### src/hdl/rmit_pkg.sv
// ----------------------------------------------------------------------------
// rmit_pkg
// Shared types, constants and helper functions for the range maximum index
// tree: node entry layout, memory request bundle and winner selection.
// ----------------------------------------------------------------------------
package rmit_pkg;

  localparam int NUM_ELEMENTS = 1024;
  localparam int IDX_W        = $clog2(NUM_ELEMENTS);
  localparam int NODE_W       = IDX_W + 1;
  localparam int QRY_W        = NODE_W + 1;
  localparam int NODE_DEPTH   = 2 * NUM_ELEMENTS;
  localparam int VAL_W        = 32;
  localparam int ENTRY_W      = IDX_W + VAL_W;
  localparam int LVL_W        = $clog2(NODE_W);

  typedef enum logic {
    OP_UPDATE = 1'b0,
    OP_QUERY  = 1'b1
  } op_t;

  typedef struct packed {
    logic        [IDX_W-1:0] idx;
    logic signed [VAL_W-1:0] val;
  } entry_t;

  typedef struct packed {
    logic              we;
    logic [NODE_W-1:0] waddr;
    entry_t            wdata;
    logic [NODE_W-1:0] raddr_a;
    logic [NODE_W-1:0] raddr_b;
  } mem_req_t;

  // larger value wins, lower index on equal values
  function automatic logic beats(entry_t a, entry_t b);
    logic gt;
    logic eq;
    gt = $signed(a.val) > $signed(b.val);
    eq = a.val == b.val;
    return gt || (eq && (a.idx <= b.idx));
  endfunction

  // first element index covered by heap node k
  function automatic logic [IDX_W-1:0] range_start(logic [NODE_W-1:0] k);
    logic [LVL_W-1:0]  lvl;
    logic [LVL_W-1:0]  sh;
    logic [NODE_W-1:0] tmp;
    lvl = '0;
    for (int p = 0; p < NODE_W; p++) begin
      if (k[p]) begin
        lvl = LVL_W'(p);
      end
    end
    sh  = LVL_W'(IDX_W) - lvl;
    tmp = k << sh;
    return tmp[IDX_W-1:0];
  endfunction

endpackage

### src/hdl/rmit_ifs.sv
// ----------------------------------------------------------------------------
// rmit_ifs
// Valid/ready channel interfaces for request and response transactions.
// ----------------------------------------------------------------------------
interface rmit_req_if;
  import rmit_pkg::*;

  logic                    valid;
  logic                    ready;
  logic                    opcode;
  logic        [IDX_W-1:0] position;
  logic signed [VAL_W-1:0] new_value;
  logic        [IDX_W-1:0] range_left;
  logic        [IDX_W-1:0] range_right;

  modport source (output valid, opcode, position, new_value, range_left, range_right,
                  input ready);
  modport sink   (input valid, opcode, position, new_value, range_left, range_right,
                  output ready);
endinterface

interface rmit_rsp_if;
  import rmit_pkg::*;

  logic             valid;
  logic             ready;
  logic [IDX_W-1:0] max_position;
  logic             empty_res;

  modport source (output valid, max_position, empty_res, input ready);
  modport sink   (input valid, max_position, empty_res, output ready);
endinterface

### src/hdl/rmit_walker.sv
// ----------------------------------------------------------------------------
// rmit_walker
// Tree walk sequencer: clearing pass, leaf-to-root update and bottom-up range
// query over the node memory, with the response register.
// ----------------------------------------------------------------------------
module rmit_walker (
  input  logic              clk,
  input  logic              rst,
  rmit_req_if.sink          req,
  rmit_rsp_if.source        rsp,
  output rmit_pkg::mem_req_t mem,
  input  rmit_pkg::entry_t  rd_a,
  input  rmit_pkg::entry_t  rd_b
);
  import rmit_pkg::*;

  typedef enum logic [2:0] {
    CLEAR,
    IDLE,
    UPD,
    QRY,
    FIN
  } state_t;

  state_t            state;
  logic [NODE_W-1:0] clr_cnt;
  logic [NODE_W-1:0] node;
  entry_t            acc;
  logic [QRY_W-1:0]  ql;
  logic [QRY_W-1:0]  qr;
  logic              take_l;
  logic              take_r;
  logic              pend;
  entry_t            best;
  logic              best_valid;
  logic              out_valid;
  logic [IDX_W-1:0]  out_pos;
  logic              out_empty;

  entry_t            upd_win;
  logic [NODE_W-1:0] parent;
  entry_t            cand;
  logic              cand_v;
  logic              accept;
  logic              out_free;

  assign req.ready        = (state == IDLE);
  assign accept           = req.valid && req.ready;
  assign rsp.valid        = out_valid;
  assign rsp.max_position = out_pos;
  assign rsp.empty_res    = out_empty;
  assign out_free         = !out_valid || rsp.ready;

  assign upd_win = beats(acc, rd_a) ? acc : rd_a;
  assign parent  = {1'b0, node[NODE_W-1:1]};

  always_comb begin
    cand   = rd_a;
    cand_v = 1'b0;
    if (pend) begin
      if (take_l && take_r) begin
        cand   = beats(rd_a, rd_b) ? rd_a : rd_b;
        cand_v = 1'b1;
      end else if (take_l) begin
        cand   = rd_a;
        cand_v = 1'b1;
      end else if (take_r) begin
        cand   = rd_b;
        cand_v = 1'b1;
      end
    end
  end

  always_comb begin
    mem = '0;
    case (state)
      CLEAR: begin
        mem.we        = 1'b1;
        mem.waddr     = clr_cnt;
        mem.wdata.idx = range_start(clr_cnt);
        mem.wdata.val = '0;
      end
      IDLE: begin
        if (req.valid && req.opcode == OP_UPDATE) begin
          mem.we        = 1'b1;
          mem.waddr     = {1'b1, req.position};
          mem.wdata.idx = req.position;
          mem.wdata.val = req.new_value;
          mem.raddr_a   = {1'b1, req.position[IDX_W-1:1], ~req.position[0]};
        end
      end
      UPD: begin
        mem.we      = 1'b1;
        mem.waddr   = parent;
        mem.wdata   = upd_win;
        mem.raddr_a = {parent[NODE_W-1:1], ~parent[0]};
      end
      QRY: begin
        mem.raddr_a = ql[NODE_W-1:0];
        mem.raddr_b = qr[NODE_W-1:0];
      end
      default: begin
        mem = '0;
      end
    endcase
  end

  always_ff @(posedge clk) begin
    if (rst) begin
      state     <= CLEAR;
      clr_cnt   <= '0;
      out_valid <= 1'b0;
      pend      <= 1'b0;
    end else begin
      if (out_valid && rsp.ready && state != FIN) begin
        out_valid <= 1'b0;
      end
      case (state)
        CLEAR: begin
          clr_cnt <= clr_cnt + 1'b1;
          if (clr_cnt == '1) begin
            state <= IDLE;
          end
        end
        IDLE: begin
          if (accept) begin
            if (req.opcode == OP_UPDATE) begin
              node       <= {1'b1, req.position};
              acc.idx    <= req.position;
              acc.val    <= req.new_value;
              state      <= UPD;
            end else begin
              ql         <= {2'b01, req.range_left};
              qr         <= {2'b01, req.range_right};
              best_valid <= 1'b0;
              pend       <= 1'b0;
              state      <= (req.range_left > req.range_right) ? FIN : QRY;
            end
          end
        end
        UPD: begin
          acc  <= upd_win;
          node <= parent;
          if (parent == NODE_W'(1)) begin
            state <= IDLE;
          end
        end
        QRY: begin
          if (cand_v && (!best_valid || beats(cand, best))) begin
            best       <= cand;
            best_valid <= 1'b1;
          end
          if (ql <= qr) begin
            take_l <= ql[0];
            take_r <= ~qr[0];
            ql     <= (ql + QRY_W'(ql[0])) >> 1;
            qr     <= (qr - QRY_W'(!qr[0])) >> 1;
            pend   <= 1'b1;
          end else begin
            pend  <= 1'b0;
            state <= FIN;
          end
        end
        FIN: begin
          if (out_free) begin
            out_valid <= 1'b1;
            out_pos   <= best_valid ? best.idx : '0;
            out_empty <= ~best_valid;
            state     <= IDLE;
          end
        end
        default: begin
          state <= IDLE;
        end
      endcase
    end
  end

  a_no_write_in_query: assert property (@(posedge clk) disable iff (rst)
    (state == QRY) |-> !mem.we)
    else $error("node memory written during a query walk");

  a_upd_no_overlap: assert property (@(posedge clk) disable iff (rst)
    (state == UPD) |-> (mem.waddr != mem.raddr_a))
    else $error("update reads the node it writes");

  a_update_starts_walk: assert property (@(posedge clk) disable iff (rst)
    (accept && req.opcode == OP_UPDATE) |=> (state == UPD))
    else $error("accepted update did not start its walk");

  a_rsp_from_fin: assert property (@(posedge clk) disable iff (rst)
    $rose(out_valid) |-> $past(state == FIN))
    else $error("response raised outside the finish step");

  a_clear_blocks_input: assert property (@(posedge clk) disable iff (rst)
    (state == CLEAR) |-> !req.ready)
    else $error("transaction accepted during the clearing pass");

endmodule

### src/flat_wrapper.sv
// flat-port wrapper written by rule: the top's interface ports become plain ports
module rmit_walker_flat import rmit_pkg::*;
  (clk, rst, mem, rd_a, rd_b, req_valid, req_opcode, req_position, req_new_value, req_range_left, req_range_right, req_ready, rsp_valid, rsp_max_position, rsp_empty_res, rsp_ready);
  rmit_req_if req_i ();
  rmit_rsp_if rsp_i ();
  input  logic clk;
  input  logic rst;
  output rmit_pkg::mem_req_t mem;
  input  rmit_pkg::entry_t rd_a;
  input  rmit_pkg::entry_t rd_b;
  input wire logic [$bits(req_i.valid)-1:0] req_valid;
  input wire logic [$bits(req_i.opcode)-1:0] req_opcode;
  input wire logic [$bits(req_i.position)-1:0] req_position;
  input wire logic [$bits(req_i.new_value)-1:0] req_new_value;
  input wire logic [$bits(req_i.range_left)-1:0] req_range_left;
  input wire logic [$bits(req_i.range_right)-1:0] req_range_right;
  output wire logic [$bits(req_i.ready)-1:0] req_ready;
  output wire logic [$bits(rsp_i.valid)-1:0] rsp_valid;
  output wire logic [$bits(rsp_i.max_position)-1:0] rsp_max_position;
  output wire logic [$bits(rsp_i.empty_res)-1:0] rsp_empty_res;
  input wire logic [$bits(rsp_i.ready)-1:0] rsp_ready;
  assign req_i.valid = req_valid;
  assign req_i.opcode = req_opcode;
  assign req_i.position = req_position;
  assign req_i.new_value = req_new_value;
  assign req_i.range_left = req_range_left;
  assign req_i.range_right = req_range_right;
  assign req_ready = req_i.ready;
  assign rsp_valid = rsp_i.valid;
  assign rsp_max_position = rsp_i.max_position;
  assign rsp_empty_res = rsp_i.empty_res;
  assign rsp_i.ready = rsp_ready;
  rmit_walker u_core (.clk(clk), .rst(rst), .req(req_i), .rsp(rsp_i), .mem(mem), .rd_a(rd_a), .rd_b(rd_b));
endmodule
### config.mk
export PLATFORM = sky130hd
export DESIGN_NAME = rmit_walker_flat
export DESIGN_NICKNAME = d
export VERILOG_FILES = /design/src/hdl/rmit_pkg.sv /design/src/hdl/rmit_ifs.sv /design/src/hdl/rmit_walker.sv /design/src/flat_wrapper.sv
export SDC_FILE = /design/constraint.sdc
export NUM_CORES = 1
export LEC_CHECK = 0
export ABC_AREA = 1
export BUFFER_PORTS_ARGS = -buffer_cell sky130_fd_sc_hd__buf_4
export CAP_MARGIN = 40
export CORE_ASPECT_RATIO = 0.7
export CORE_MARGIN = 2
export CORE_UTILIZATION = 30
export CTS_CLUSTER_SIZE = 40
export DETAILED_ROUTE_END_ITERATION = 8
export GPL_TIMING_DRIVEN = 0
export PLACE_DENSITY = 0.56
export SYNTH_ARGS = -nofsm -noshare
export SYNTH_HDL_FRONTEND = slang
export SYNTH_SLANG_ARGS = --single-unit
export TNS_END_PERCENT = 10
### constraint.sdc
create_clock -name clk -period 6.61 [get_ports clk]
set_clock_uncertainty 0.15 [all_clocks]
set_input_delay 0.3305 -clock clk [delete_from_list [all_inputs] [get_ports clk]]
set_output_delay 0.3305 -clock clk [all_outputs]
set_load 0.03 [all_outputs]
## Word-level counts from Yosys, hierarchy flattened

Cells that the tools add are included.
Widths: inputs -> output; s select.

- Bits in registers: 149
- Output and inout port bits: 89
- Bits of input ports: 151

- Order comparisons: 8
- Reduce and logical (&&, ||, !) cells: 28
- Bitwise operators: 6
- Add/sub/neg operators: 4
- Shift-type cells: 1
- Eq/ne operators: 19
- Muxes and demuxes: 56

Operators by type and width:

| operator | count |
|---|---|
| $mux 42 | 8 |
| $pmux 54 s3 | 1 |
| $eq 32x32->1 | 3 |
| $gt 32x32->1 | 3 |
| $pmux 42 s2 | 1 |
| $mux 12 | 6 |
| $mux 65 | 1 |
| $pmux 12 s2 | 2 |
| $mux 11 | 3 |
| $mux 3 | 11 |
| $pmux 11 s3 | 1 |
| $le 10x10->1 | 3 |
| $pmux 11 s2 | 1 |
| $mux 4 | 4 |
| $pmux 3 s5 | 1 |
| $reduce_and 5->1 | 3 |
| $add 12x1->12 | 1 |
| $le 12x12->1 | 1 |
| $mux 1 | 12 |
| $reduce_and 3->1 | 4 |
| $sub 12x1->12 | 1 |
| $add 11x1->11 const B | 1 |
| $eq 11x11->1 const B | 1 |
| $shl 11x4->10 | 1 |
| 18 further kinds | 48 |

## Logic depth before layout (Yosys ltp)

- Depth after elaboration: 14
- Gate-level depth with buffers: 35
- Mapped depth without buffers: 34

## Worst setup path after synthesis

Ideal clock, no wire load.

- Kind: input to register
- From: input rd_b[31] (netlist name)
- To: register u_core.best[0] (netlist name), enable pin
- Data arrival time: 5.924 ns
- Slack: 0.043 ns
- Required time: 5.967 ns
- Setup time: 0.493 ns
- Stages: 27
- Path buffers: 1
- Path through: inv_1 > ha_1 > nand2_1 > nor3_2 > nand3_1 > inv_1 > nand2_1 > nand2_1 > nand2_1 > nand3_1 > nand2_1 > buf_2 > nand2_1 > nand3_1 > nand2_1 > nand2_1 > ha_1 > nand2_1 > nor2_1 > nand2_1 > nor4_1 > nand3_1 > a21oi_1 > nor2_1 > nand2_1 > nand2_1 > nor3_1

RTL lines:

| item | line | source |
|---|---|---|
| start, declared | flat_wrapper.sv:10 | `input rmit_pkg::entry_t rd_b;` |
| end signal, assigned | rmit_walker.sv:150 | `best <= cand;` |
| end, declared | rmit_walker.sv:34 | `entry_t best;` |

==> metrics.cfg <==
[worst_hold_path]
holdCritPathClass=input port to register
min_delay_worst_endpoint=u_core.qr[0]$_DFFE_PP_
hold-path-cell-count=3
hold_start=req_range_right[0]

[logic_synthesis]
synth_top_cell_area_share_pct=28.86
synth_area_per_cell_um2=6.842
synth-seq-cells=146
async_flop_share_pct=0
synth_top_cell_by_area=edfxtp_1
synth_warnings=0
synth.yosys.seq_area_share_pct=31.23
synth_commonest_cells=nand2_1, inv_1, nand3_1, o21ai_0, ha_1
synth_enable_flop_cells=130
syn_inst=1977
syn_area_mm2=0.01353
syn_nets=2279
synth_ff_type=edfxtp_1
synth_most_common_cell=nand2_1
synth_area_leaders=edfxtp_1, ha_1, nand2_1
synthDistinctLibCells=49

[global_route]
antenna_found_initial=3
overflow=0
grt_pass1_wl_mm=78.94
grt_max_degree=21
grt_use_total_pct=22.18
grt_pass1_vias=13350

[outcome]
status=finished, final reports clean

[sta]
max_freq_mhz=164.3
finalSetupViolCount=0
max_slew.worst_pin.slew_ns=0.8287
timing.final.ws_setup_ns=0.5241
rsz0062_at_grt=false
finalCritPeriodShare_pct=92.07
period_needed_ns=6.086
slew_violations=0
hold_viol_final=0
relSlewSlack_pct=44.75

[worst_setup_path]
required_ns=6.61
path_class=input port to register
crit_arrival_ns=6.08
r2r_slack_ns=0.66
end_kind=register
r2r_cells=20
crit_path_start_kind=input port
rr_startpoint=u_core.take_r$_DFFE_PP_
reg2reg_to=u_core.best[4]$_DFFE_PP_
crit_path_max_fanout=11

[clock_tree]
numCtsBuffers=17
path_clk_slew_ns=0.07
cts.sinks=146
cts_tree=built
ctsResizeCount=0
h-tree-depth=4
cts_buffer_depth=2
clock_latency_ns=0.46
cts-root-buf=clkbuf_16
postCtsSetupBuffers=0
cts_hold_buffers=0

[placed_design]
dp_hpwl_mm=42.44
dp_cells=2826
gp_congestion=0.9003
post_dp_cell_area_mm2=0.01621
dp_slack_ns=0.2676
numPortBuffers=238

[layout]
drive_gt1_share_pct=14.54
nFillCells=4782
layoutNonFillerInstCount=2861
fin_nets=2545
syn2layout_area_growth_pct=24.31
finalInstanceArea_mm2=0.01681
final_core_util_pct=37.52

[floorplanning]
die_height_um=181.7
start_util_pct=30.19
coreArea_mm2=0.04481
rows=65
io_pins=240
dieWidth_um=257.8
die_area_mm2=0.04683

[drt]
vias_per_cell=4.974
wl_mm=52.33
drt_iter0_drc=1175
drc=0
ant_nets=0
first_pass_iters=6
detail_route.wl_per_cell_um=18.29
num_vias=14231

[power]
powerDensity_mw_per_mm2=257.6
p_switching_mw=1.921
irDropWorstVdd_mv=0.2368
pwr-share-seq_pct=28.4
p_total_mw=4.332
p_leak_nw=8.564
swShare_pct=44.34
power.share.clock_pct=23.8
power_frac_comb_pct=47.8
intPower_mw=2.411

[flow_run]
maxCapViolCount=0

[layout make-up]
class                           instances  area, um2  share of cell area (%)
Buffer                                 76      346.6                   2.061
Tap cell                              603      754.5                   4.487
Clock inverter                         14      165.2                  0.9822
Antenna cell                            2      5.005                 0.02976
Multi-Input combinational cell       1380       7570                   45.02
Clock buffer                           18      429.2                   2.552
Sequential cell                       146       4224                   25.12
Inverter                              375       1408                   8.371
Timing Repair Buffer                  247       1913                   11.38
[routing by layer]
metal	routed length, um	share of wire, %	GRT usage, %	vias to the layer above
li1	-	-	-	7052
met1	24280	46	30.86	6616
met2	22740	43	34.33	500
met3	3982	7.6	4.704	61
met4	1315	2.5	6.821	2
met5	13	0.025	0	-
[power groups by stage]
stage / registers [mW] / logic (mW) / clock network [mW]
4_1_cts: 1.23 / 2.07 / 1.04
3_3_place_gp: 1.26 / 2.01 / 0
2_1_floorplan: 1.23 / 1.25 / 0
5_1_grt: 1.24 / 2.27 / 1.07
6_report: 1.23 / 2.07 / 1.03
3_5_place_dp: 1.25 / 2.06 / 0
[kinds of logic after synthesis]
group	share of synthesized area (%)
XOR/XNOR	0.2498
buffers and inverters	12.97
flip-flops	31.23
AND/OR/NAND/NOR	26.74
adder cells (fa/ha/maj)	13.97
AO/OA/AOI/OAI	14.85
[critical path, cell delays in order]
cell	delay (ns)
buf_4	0.09
inv_1	0.06
ha_1	0.49
nand2_1	0.16
nor3_2	0.33
nand3_1	0.26
nor2_1	0.28
inv_1	0.09
nand3_1	0.16
nand2_1	0.14
buf_2	0.24
nand2_1	0.09
nand3_1	0.07
nand2_1	0.08
nand2_1	0.08
ha_1	0.30
nand2_1	0.07
nor2_1	0.20
nand2_1	0.15
nor4_1	0.58
nand3_1	0.49
a21oi_1	0.30
nor2_1	0.10
nand2_1	0.08
nand2_1	0.12
nor3_2	0.28
buf_6	0.22
buf_4	0.22
[worst max-delay path by stage]
stage                     slack, ns  cells after the start  startpoint                         to
after floorplan                0.04                     27    rd_b[31]   u_core.best[0]$_DFFE_PP_
after global placement        -4.44                     25    rd_a[31]  u_core.best[15]$_DFFE_PP_
after detailed placement       0.27                     27    rd_a[31]  u_core.best[14]$_DFFE_PP_
after CTS                      0.70                     27    rd_a[31]   u_core.best[4]$_DFFE_PP_
after global routing           0.16                     28    rd_b[31]   u_core.best[2]$_DFFE_PP_
final                          0.52                     28    rd_b[31]   u_core.best[4]$_DFFE_PP_
[metrics by stage]
step,hold slack [ns],TNS [ns]
2_1_floorplan,0.3070,0
3_3_place_gp,0.3355,-186.15
3_5_place_dp,0.3490,0
4_1_cts,0.01586,0
5_1_grt,0.03816,0
6_report,0.03462,0
[flip-flops by register name (all words and copies together) (netlist names)]
| register | flops |
|---|---|
| u_core.clr_cnt | 11 |
| u_core.acc | 42 |
| u_core.pend | 1 |
| u_core.rsp.max_position | 10 |
| u_core.take_l | 1 |
| u_core.ql | 11 |
| u_core.state | 3 |
| u_core.best_valid | 1 |
| u_core.qr | 11 |
| u_core.rsp.empty_res | 1 |
| u_core.rsp.valid | 1 |
| u_core.node | 10 |
| u_core.take_r | 1 |
| u_core.best | 42 |
[cell usage in the layout, fill, tap and decap left out, types with 7 or more instances in the layout]
cell,n
o21a_1,8
nand4_1,18
o21ai_1,10
nand2_1,469
dfxtp_1,16
inv_1,368
clkbuf_16,17
clkbuf_1,41
buf_6,7
o211ai_1,21
buf_2,22
buf_1,9
ha_1,151
a21oi_1,131
o21ai_0,178
buf_4,242
nor3_1,18
edfxtp_1,130
nor2_1,133
nand3_1,194
(Power assumes the default switching activity.)
